`src/mtop_pkg.sv`:
```
// Package: types and constants for the median threshold onset picker.
`timescale 1ns / 1ps
`default_nettype none
package mtop_pkg;

  // Field widths
  localparam int ODF_W   = 32;
  localparam int TIME_W  = 32;
  localparam int LEVEL_W = 31;
  localparam int GAP_W   = 20;

  // Configuration port
  localparam int CFG_IDX_W  = 2;
  localparam int CFG_DATA_W = 32;
  localparam logic [CFG_IDX_W-1:0] CFG_FIRE_LEVEL = 2'd0;
  localparam logic [CFG_IDX_W-1:0] CFG_MIN_GAP    = 2'd1;

  localparam logic [LEVEL_W-1:0] FIRE_LEVEL_RST = 31'd9830400;
  localparam logic [GAP_W-1:0]   MIN_GAP_RST    = 20'd1200;

  // Stream payload widths
  localparam int IN_DATA_W  = 64;
  localparam int OUT_DATA_W = 40;

  // Sequencer states
  typedef enum logic [1:0] {
    ST_IDLE,
    ST_COUNT,
    ST_PICK,
    ST_DECIDE
  } state_t;

  // Strobes from the sequencer to every cell
  typedef struct packed {
    logic load;
    logic count;
    logic shift;
  } cell_ctrl_t;

endpackage
`default_nettype wire

```
`src/mtop_cell.sv`:
```
// One history cell: holds one sample and ranks it against the circulating ring.
`timescale 1ns / 1ps
`default_nettype none
module mtop_cell #(
  parameter int DEPTH = 16
) (
  input  wire                     clk,
  input  wire                     rst_n,
  input  mtop_pkg::cell_ctrl_t    ctrl,
  input  wire signed [31:0]       val_in,
  input  wire signed [31:0]       circ_in,
  output logic signed [31:0]      val_out,
  output logic signed [31:0]      circ_out,
  output logic                    hit
);
  import mtop_pkg::*;

  localparam int CNT_W = $clog2(DEPTH + 1);
  localparam int K     = (DEPTH / 2) + 1;

  logic signed [31:0] val_r, circ_r;
  logic [CNT_W-1:0]   lt_r, le_r;
  logic               lt_inc, le_inc;

  assign lt_inc = (circ_r < val_r);
  assign le_inc = (circ_r <= val_r);

  // History entry: shifts one place down on each finished item
  always_ff @(posedge clk) begin
    if (!rst_n) begin
      val_r <= '0;
    end else if (ctrl.shift) begin
      val_r <= val_in;
    end
  end

  // Ring copy and rank counters
  always_ff @(posedge clk) begin
    if (ctrl.load) begin
      circ_r <= val_r;
      lt_r   <= '0;
      le_r   <= '0;
    end else if (ctrl.count) begin
      circ_r <= circ_in;
      lt_r   <= lt_r + CNT_W'(lt_inc);
      le_r   <= le_r + CNT_W'(le_inc);
    end
  end

  // This entry sits at sorted position K when its rank interval covers K
  assign hit      = (lt_r <= CNT_W'(K)) && (le_r > CNT_W'(K));
  assign val_out  = val_r;
  assign circ_out = circ_r;

endmodule
`default_nettype wire

```
`src/mtop_ctrl.sv`:
```
// Sequencer: load, rotate the ring, pick the median, decide and shift.
`timescale 1ns / 1ps
`default_nettype none
module mtop_ctrl #(
  parameter int DEPTH = 16
) (
  input  wire                    clk,
  input  wire                    rst_n,
  input  wire                    in_fire,
  input  wire                    out_free,
  output logic                   in_ready,
  output logic                   pick,
  output mtop_pkg::cell_ctrl_t   ctrl
);
  import mtop_pkg::*;

  localparam int CW = (DEPTH > 1) ? $clog2(DEPTH) : 1;

  state_t         state_r, state_nxt;
  logic [CW-1:0]  cnt_r, cnt_nxt;
  logic           last_rot;

  assign last_rot = (cnt_r == CW'(DEPTH - 1));

  // Next state
  always_comb begin
    state_nxt = state_r;
    cnt_nxt   = cnt_r;
    case (state_r)
      ST_IDLE: begin
        cnt_nxt = '0;
        if (in_fire) state_nxt = ST_COUNT;
      end
      ST_COUNT: begin
        cnt_nxt = cnt_r + CW'(1);
        if (last_rot) state_nxt = ST_PICK;
      end
      ST_PICK: state_nxt = ST_DECIDE;
      ST_DECIDE: begin
        if (out_free) state_nxt = ST_IDLE;
      end
      default: state_nxt = ST_IDLE;
    endcase
  end

  always_ff @(posedge clk) begin
    if (!rst_n) begin
      state_r <= ST_IDLE;
      cnt_r   <= '0;
    end else begin
      state_r <= state_nxt;
      cnt_r   <= cnt_nxt;
    end
  end

  // Outputs
  always_comb begin
    in_ready   = 1'b0;
    pick       = 1'b0;
    ctrl.load  = 1'b0;
    ctrl.count = 1'b0;
    ctrl.shift = 1'b0;
    case (state_r)
      ST_IDLE: begin
        in_ready  = 1'b1;
        ctrl.load = in_fire;
      end
      ST_COUNT:  ctrl.count = 1'b1;
      ST_PICK:   pick = 1'b1;
      ST_DECIDE: ctrl.shift = out_free;
      default: ;
    endcase
  end

endmodule
`default_nettype wire

```
`src/median_threshold_onset_picker_top.sv`:
```
// Top level: median threshold onset picker built on a ring of history cells.
// Usage:
//   in_*   : one ODF sample and its frame timestamp per item.
//   out_*  : one result per item: onset flag and the local median.
//   cfg_*  : register writes (index 0 fire_level, 1 min_gap_frames); always ready.
// Sequence:
//   An accepted item loads the ring, which then rotates so each cell ranks
//   its sample against every other one; a pick step selects the median, and
//   a decide step forms the decision and loads the output register. The next
//   item is taken only once the decide step has finished and the block is
//   back in idle.
// Reset:
//   rst_n (synchronous, active low) zeroes the history and the last onset
//   time, loads the register defaults and empties the output register.
// Stall:
//   A result waits in the output register while out_tready is low; the next
//   item stops in its decide step and no other is taken until the result drains.
`timescale 1ns / 1ps
`default_nettype none
module median_threshold_onset_picker_top #(
  parameter int HISTORY_DEPTH = 16
) (
  input  wire                                clk,
  input  wire                                rst_n,
  // in_tdata: odf_value[31:0], frame_time[63:32]
  input  wire                                in_tvalid,
  output logic                               in_tready,
  input  wire [mtop_pkg::IN_DATA_W-1:0]      in_tdata,
  // out_tdata: onset_fire[0], median_value[32:1], zero pad[39:33]
  output logic                               out_tvalid,
  input  wire                                out_tready,
  output logic [mtop_pkg::OUT_DATA_W-1:0]    out_tdata,
  input  wire                                cfg_valid,
  output logic                               cfg_ready,
  input  wire [mtop_pkg::CFG_IDX_W-1:0]      cfg_index,
  input  wire [mtop_pkg::CFG_DATA_W-1:0]     cfg_data
);
  import mtop_pkg::*;

  localparam int N = HISTORY_DEPTH;

  cell_ctrl_t          ctrl;
  logic                in_fire, out_free, pick;
  logic signed [31:0]  val_w  [N];
  logic signed [31:0]  circ_w [N];
  logic [N-1:0]        hit_w;
  logic signed [31:0]  med_or, med_r;
  logic signed [31:0]  sample_r;
  logic [TIME_W-1:0]   frame_r, last_r;
  logic [LEVEL_W-1:0]  fire_level_r;
  logic [GAP_W-1:0]    min_gap_r;
  logic                out_valid_r, out_fire_r;
  logic signed [31:0]  out_med_r;
  logic signed [32:0]  diff;
  logic [TIME_W-1:0]   elapsed;
  logic                fire;

  assign in_fire  = in_tvalid && in_tready;
  assign out_free = !out_valid_r || out_tready;

  mtop_ctrl #(.DEPTH(N)) u_ctrl (
    .clk      (clk),
    .rst_n    (rst_n),
    .in_fire  (in_fire),
    .out_free (out_free),
    .in_ready (in_tready),
    .pick     (pick),
    .ctrl     (ctrl)
  );

  // Cell row: history shifts down, ring rotates down with wrap to the top
  for (genvar i = 0; i < N; i++) begin : g_cell
    logic signed [31:0] up_val;
    if (i == N - 1) begin : g_top
      assign up_val = sample_r;
    end else begin : g_mid
      assign up_val = val_w[i+1];
    end
    mtop_cell #(.DEPTH(N)) u_cell (
      .clk      (clk),
      .rst_n    (rst_n),
      .ctrl     (ctrl),
      .val_in   (up_val),
      .circ_in  (circ_w[(i+1) % N]),
      .val_out  (val_w[i]),
      .circ_out (circ_w[i]),
      .hit      (hit_w[i])
    );
  end

  // Gather the selected entry; tied entries carry equal values
  always_comb begin
    med_or = '0;
    for (int i = 0; i < N; i++) begin
      med_or = med_or | (hit_w[i] ? val_w[i] : 32'sd0);
    end
  end

  // Input capture and median register
  always_ff @(posedge clk) begin
    if (in_fire) begin
      sample_r <= $signed(in_tdata[31:0]);
      frame_r  <= in_tdata[63:32];
    end
    if (pick) med_r <= med_or;
  end

  // Configuration registers
  assign cfg_ready = 1'b1;
  always_ff @(posedge clk) begin
    if (!rst_n) begin
      fire_level_r <= FIRE_LEVEL_RST;
      min_gap_r    <= MIN_GAP_RST;
    end else if (cfg_valid) begin
      case (cfg_index)
        CFG_FIRE_LEVEL: fire_level_r <= cfg_data[LEVEL_W-1:0];
        CFG_MIN_GAP:    min_gap_r    <= cfg_data[GAP_W-1:0];
        default: ;
      endcase
    end
  end

  // Onset decision
  assign diff    = {sample_r[31], sample_r} - {med_r[31], med_r};
  assign elapsed = frame_r - last_r;
  assign fire    = (diff >= $signed({2'b00, fire_level_r}))
                && (elapsed > {{(TIME_W-GAP_W){1'b0}}, min_gap_r});

  // Last onset time
  always_ff @(posedge clk) begin
    if (!rst_n) begin
      last_r <= '0;
    end else if (ctrl.shift && fire) begin
      last_r <= frame_r;
    end
  end

  // Output register
  always_ff @(posedge clk) begin
    if (!rst_n) begin
      out_valid_r <= 1'b0;
    end else if (ctrl.shift) begin
      out_valid_r <= 1'b1;
    end else if (out_tready) begin
      out_valid_r <= 1'b0;
    end
  end

  always_ff @(posedge clk) begin
    if (ctrl.shift) begin
      out_fire_r <= fire;
      out_med_r  <= med_r;
    end
  end

  assign out_tvalid = out_valid_r;
  assign out_tdata  = {{(OUT_DATA_W-33){1'b0}}, out_med_r, out_fire_r};

endmodule
`default_nettype wire

```
`config.mk`:
```
export PLATFORM = sky130hd
export DESIGN_NAME = median_threshold_onset_picker_top
export DESIGN_NICKNAME = d
export VERILOG_FILES = /design/src/mtop_pkg.sv /design/src/mtop_cell.sv /design/src/mtop_ctrl.sv /design/src/median_threshold_onset_picker_top.sv
export SDC_FILE = /design/constraint.sdc
export NUM_CORES = 2
export LEC_CHECK = 0
export ABC_AREA = 0
export BUFFER_PORTS_ARGS = -buffer_cell sky130_fd_sc_hd__buf_2
export CORE_UTILIZATION = 50
export CTS_BUF_LIST = sky130_fd_sc_hd__clkbuf_8 sky130_fd_sc_hd__clkbuf_16
export CTS_CLUSTER_DIAMETER = 150
export DETAILED_ROUTE_END_ITERATION = 10
export PLACE_DENSITY = 0.68
export SLEW_MARGIN = 10
export SYNTH_ARGS = -nofsm -noshare
export SYNTH_HDL_FRONTEND = slang
export SYNTH_SLANG_ARGS = --single-unit
```
`constraint.sdc`:
```
create_clock -name clk -period 14.4 [get_ports clk]
set_input_delay 0.72 -clock clk [delete_from_list [all_inputs] [get_ports clk]]
set_output_delay 0.72 -clock clk [all_outputs]
set_load 0.02 [all_outputs]
```
==> results.md <==
- Status: finished, violations left
- Failing checks: design-rule violations
- Die Wd: 383 um
- Switching Share: 37.4%
- Finished Layout Cells: 9999
- Placed insts: 9713
- Number of detailed-route iterations in the first pass: 9
- Initial antenna violation count: 13
- Initial core utilization: 50.5%
- Syn Std Cell Area: 72800 um^2
- Worst path max stage delay: 910 ps
- Critical path's most frequent cell: a21oi_1
- First-pass GRT wire length: 331 mm
- Worst Min Path Start: in_tdata[52]
- Worst min-delay path class: in -> reg
- Tcrit/Tclk final: 41.8%
- PD cells: 194 nW/um^2
- VDD IR max: 234 uV
- Synth top area share: 26.5%
- PortBufs: 136
- Hold Path Stages: 1
- Final hold violations: 0
- Synth unique cells: 77
- Comb power frac: 35.0%
- Die area: 147000 um^2
- Vias per cell: 5.93
- Hold endpoint: frame_r[20]$_DFFE_PP_
- Critical Path Sink Type: flop
- Worst Tran Pin Value: 1240 ps
- # H-tree levels: 4
- Clock Path Buffers: 3
- Routed vias: 59300
- Sequential fraction of the synthesis area: 47.4%
- Cts repair resizes: 0
- Placed cell area: 74900 um^2
- # DRC: 52
- Num ports: 146
- WP data required: 15130 ps
- WP data arrival: 6760 ps
- Die height: 383 um
- WS Path Type: reg -> reg
- Post-CTS Setup Bufs: 0
- Fraction of registers with async set/reset: 0%
- FP Rows: 139
- Area delta synth->final: 9.93%
- Slowest cell on the critical path: a222oi_1
- Final instance area: 80000 um^2
- Core area: 144000 um^2
- Worst-Skew Late Latency: 810 ps
- Biggest area consumer among synthesized cells: edfxtp_1
- Vias in the first global route: 55900
- Final wirelength: 220 mm
- Total track usage: 29.3%
- CTS tree: built
- FILL cells: 12600
- Leakage: 0.0294 uW
- DRT iter0 DRCs: 6717
- Nets@finish: 8765
- Syn. warnings: 0
- Placer Congestion: 0.935
- Max-slew violations: 0
- Largest net degree at the start of global routing: 247
- Worst R2R Setup Slack: 8370 ps
- Top cells by area, synth: edfxtp_1 (26%), dfxtp_1 (21%), ha_1 (12%)
- Post-synth EDFFs: 641
- Root buf cell: clkbuf_16
- Most used DFF post-synth: dfxtp_1
- ANT nets after route: 0
- Post-synth top cells: nand2_1 (1826), dfxtp_1 (762), a21oi_1 (751)
- Slew margin rel.: 16.3%
- Fmax: 0.166 GHz
- NetSw: 5820 uW
- FF-to-FF End: last_r[25]$_SDFFE_PN0P_
- Synthesized area per cell: 9.06 um^2
- Max-cap violations: 0
- Setup TNS: 0 ps
- Startpoint Class: flop
- WL/cell: 22.0 um
- Crit-path cells: ha_1, fa_1, nand2b_1, a21o_1, a21oi_1, a21oi_1, nor2_1, nor2_1, o21ai_0, a21oi_1, xnor2_1, ha_1, nand4_1, nor4_1, a31oi_1, a222oi_1, nor3b_4, buf_4, mux2i_1
- Mapped Cells: 8034
- Tmin final: 6030 ps
- Post-synthesis register bit count: 1403
- Worst-path clk slew: 60 ps
- Fraction of final layout cells sized beyond drive strength 1: 5.81%
- Pre-CTS WS: 8520 ps
- Worst R2R Path Depth: 19
- Clock Power Share: 25.4%
- Num CTS Buffers: 153
- Total grt overflow: 0
- DP HPWL: 151 mm
- Int Power: 9740 uW
- RR Startpoint: med_r[0]$_DFFE_PP_
- Final setup vio count: 0
- CTS sink cnt: 1403
- # hold bufs at CTS: 0
- Most numerous cell in the Yosys netlist: nand2_1
- Final worst slack: 8370 ps
- RSZ-0062 raised after global routing: no
- Worst Skew: 33.2 ps
- Seq pwr share: 39.6%
- Worst-path fanout max: 32
## cell families (layout without fill, tap and decap cells)
kind of cell / Yosys count / in the layout / share of synthesized area, %
AOI/OAI and AO/OA: 2043 / 2043 / 16.8
xor gates and xnor gates: 154 / 154 / 1.85
adders and majority gates: 697 / 697 / 12.0
buffers and inverters: 1091 / 1146 / 5.74
DFF: 1403 / 1403 / 47.4
muxes: 109 / 109 / 1.50
other: 2 / 9 / 0.0103
and+or+nand+nor: 2535 / 2535 / 14.6
## per-stage QoR
step                      hold slack, ps  power [uW]  util, %
final                               79.8       15600     55.5
after global routing                51.9       16500     55.5
after CTS                           22.8       15500     55.5
after detailed placement             436       11600     52.0
after global placement               436       11400     52.0
after floorplan                      426        9950        -
## power by group through the flow
| stage | Sequential [uW] | Combinational [uW] | Clock, uW |
|---|---|---|---|
| 2_1_floorplan | 6260 | 3690 | 0 |
| 3_3_place_gp | 6190 | 5200 | 0 |
| 3_5_place_dp | 6210 | 5370 | 0 |
| 4_1_cts | 6150 | 5410 | 3980 |
| 5_1_grt | 6270 | 6050 | 4140 |
| 6_report | 6170 | 5450 | 3940 |
## cell usage in the layout, fill, tap and decap left out, types with 156 or more instances in the layout
cell,instances
nand4_1,233
inv_1,706
a21oi_1,751
dfxtp_1,762
clkbuf_16,156
edfxtp_1,641
nor2_1,243
a21o_1,166
o21ai_0,638
nand2_1,1825
ha_1,693
## flip-flops by register name (all words and copies together), names as in the netlist, 31 cells and up
name                    flops
g_cell.u_cell.val_out     512
g_cell.u_cell.circ_out    512
fire_level_r               31
last_r                     32
med_r                      32
frame_r                    32
g_cell.u_cell.le_r         80
g_cell.up_val              32
out_med_r                  32
g_cell.u_cell.lt_r         80
## how the worst max path moves through the flow
stage | cells after the start | startpoint | slack [ps] | endpoint
after global routing | 21 | med_r[1]$_DFFE_PP_ | 8160 | last_r[4]$_SDFFE_PN0P_
after global placement | 21 | med_r[1]$_DFFE_PP_ | 8570 | last_r[23]$_SDFFE_PN0P_
after floorplan | 6 | u_ctrl.state_r[1]$_SDFFE_PN0P_ | 5840 | g_cell[0].u_cell.circ_out[0]$_DFFE_PP_
after detailed placement | 20 | g_cell[15].up_val[1]$_DFFE_PP_ | 8520 | last_r[21]$_SDFFE_PN0P_
final | 19 | med_r[0]$_DFFE_PP_ | 8370 | last_r[25]$_SDFFE_PN0P_
after CTS | 21 | med_r[1]$_DFFE_PP_ | 8470 | last_r[6]$_SDFFE_PN0P_
## cell type report
cell class | count | area, um^2 | share of cell area (%)
flip-flops and latches | 1403 | 34500 | 43.1
multi-input cells | 5546 | 34400 | 43.0
clock buffers | 185 | 4300 | 5.38
inverters | 670 | 2540 | 3.17
well taps | 1903 | 2380 | 2.98
repair buffers | 191 | 1160 | 1.45
clock inverters | 100 | 729 | 0.912
diodes | 1 | 2.50 | 0.00313
## critical path: cells and delay by family (launching register included)
family	cells	cell delay, ps
XOR/XNOR	1	160
buffers and inverters	1	480
multiplexers	1	250
adder cells (fa/ha/maj)	3	960
AND/OR/NAND/NOR	6	1530
flip-flops	1	400
AO/OA/AOI/OAI	7	2140
## per-layer routing
layer  GRT usage [%]  share of wire [%]
met3            6.49                 10
met2            45.6                 45
met4            12.1                4.3
met1            39.3                 41
met5               0              0.037
No activity file was read; power rests on OpenSTA's default activity.
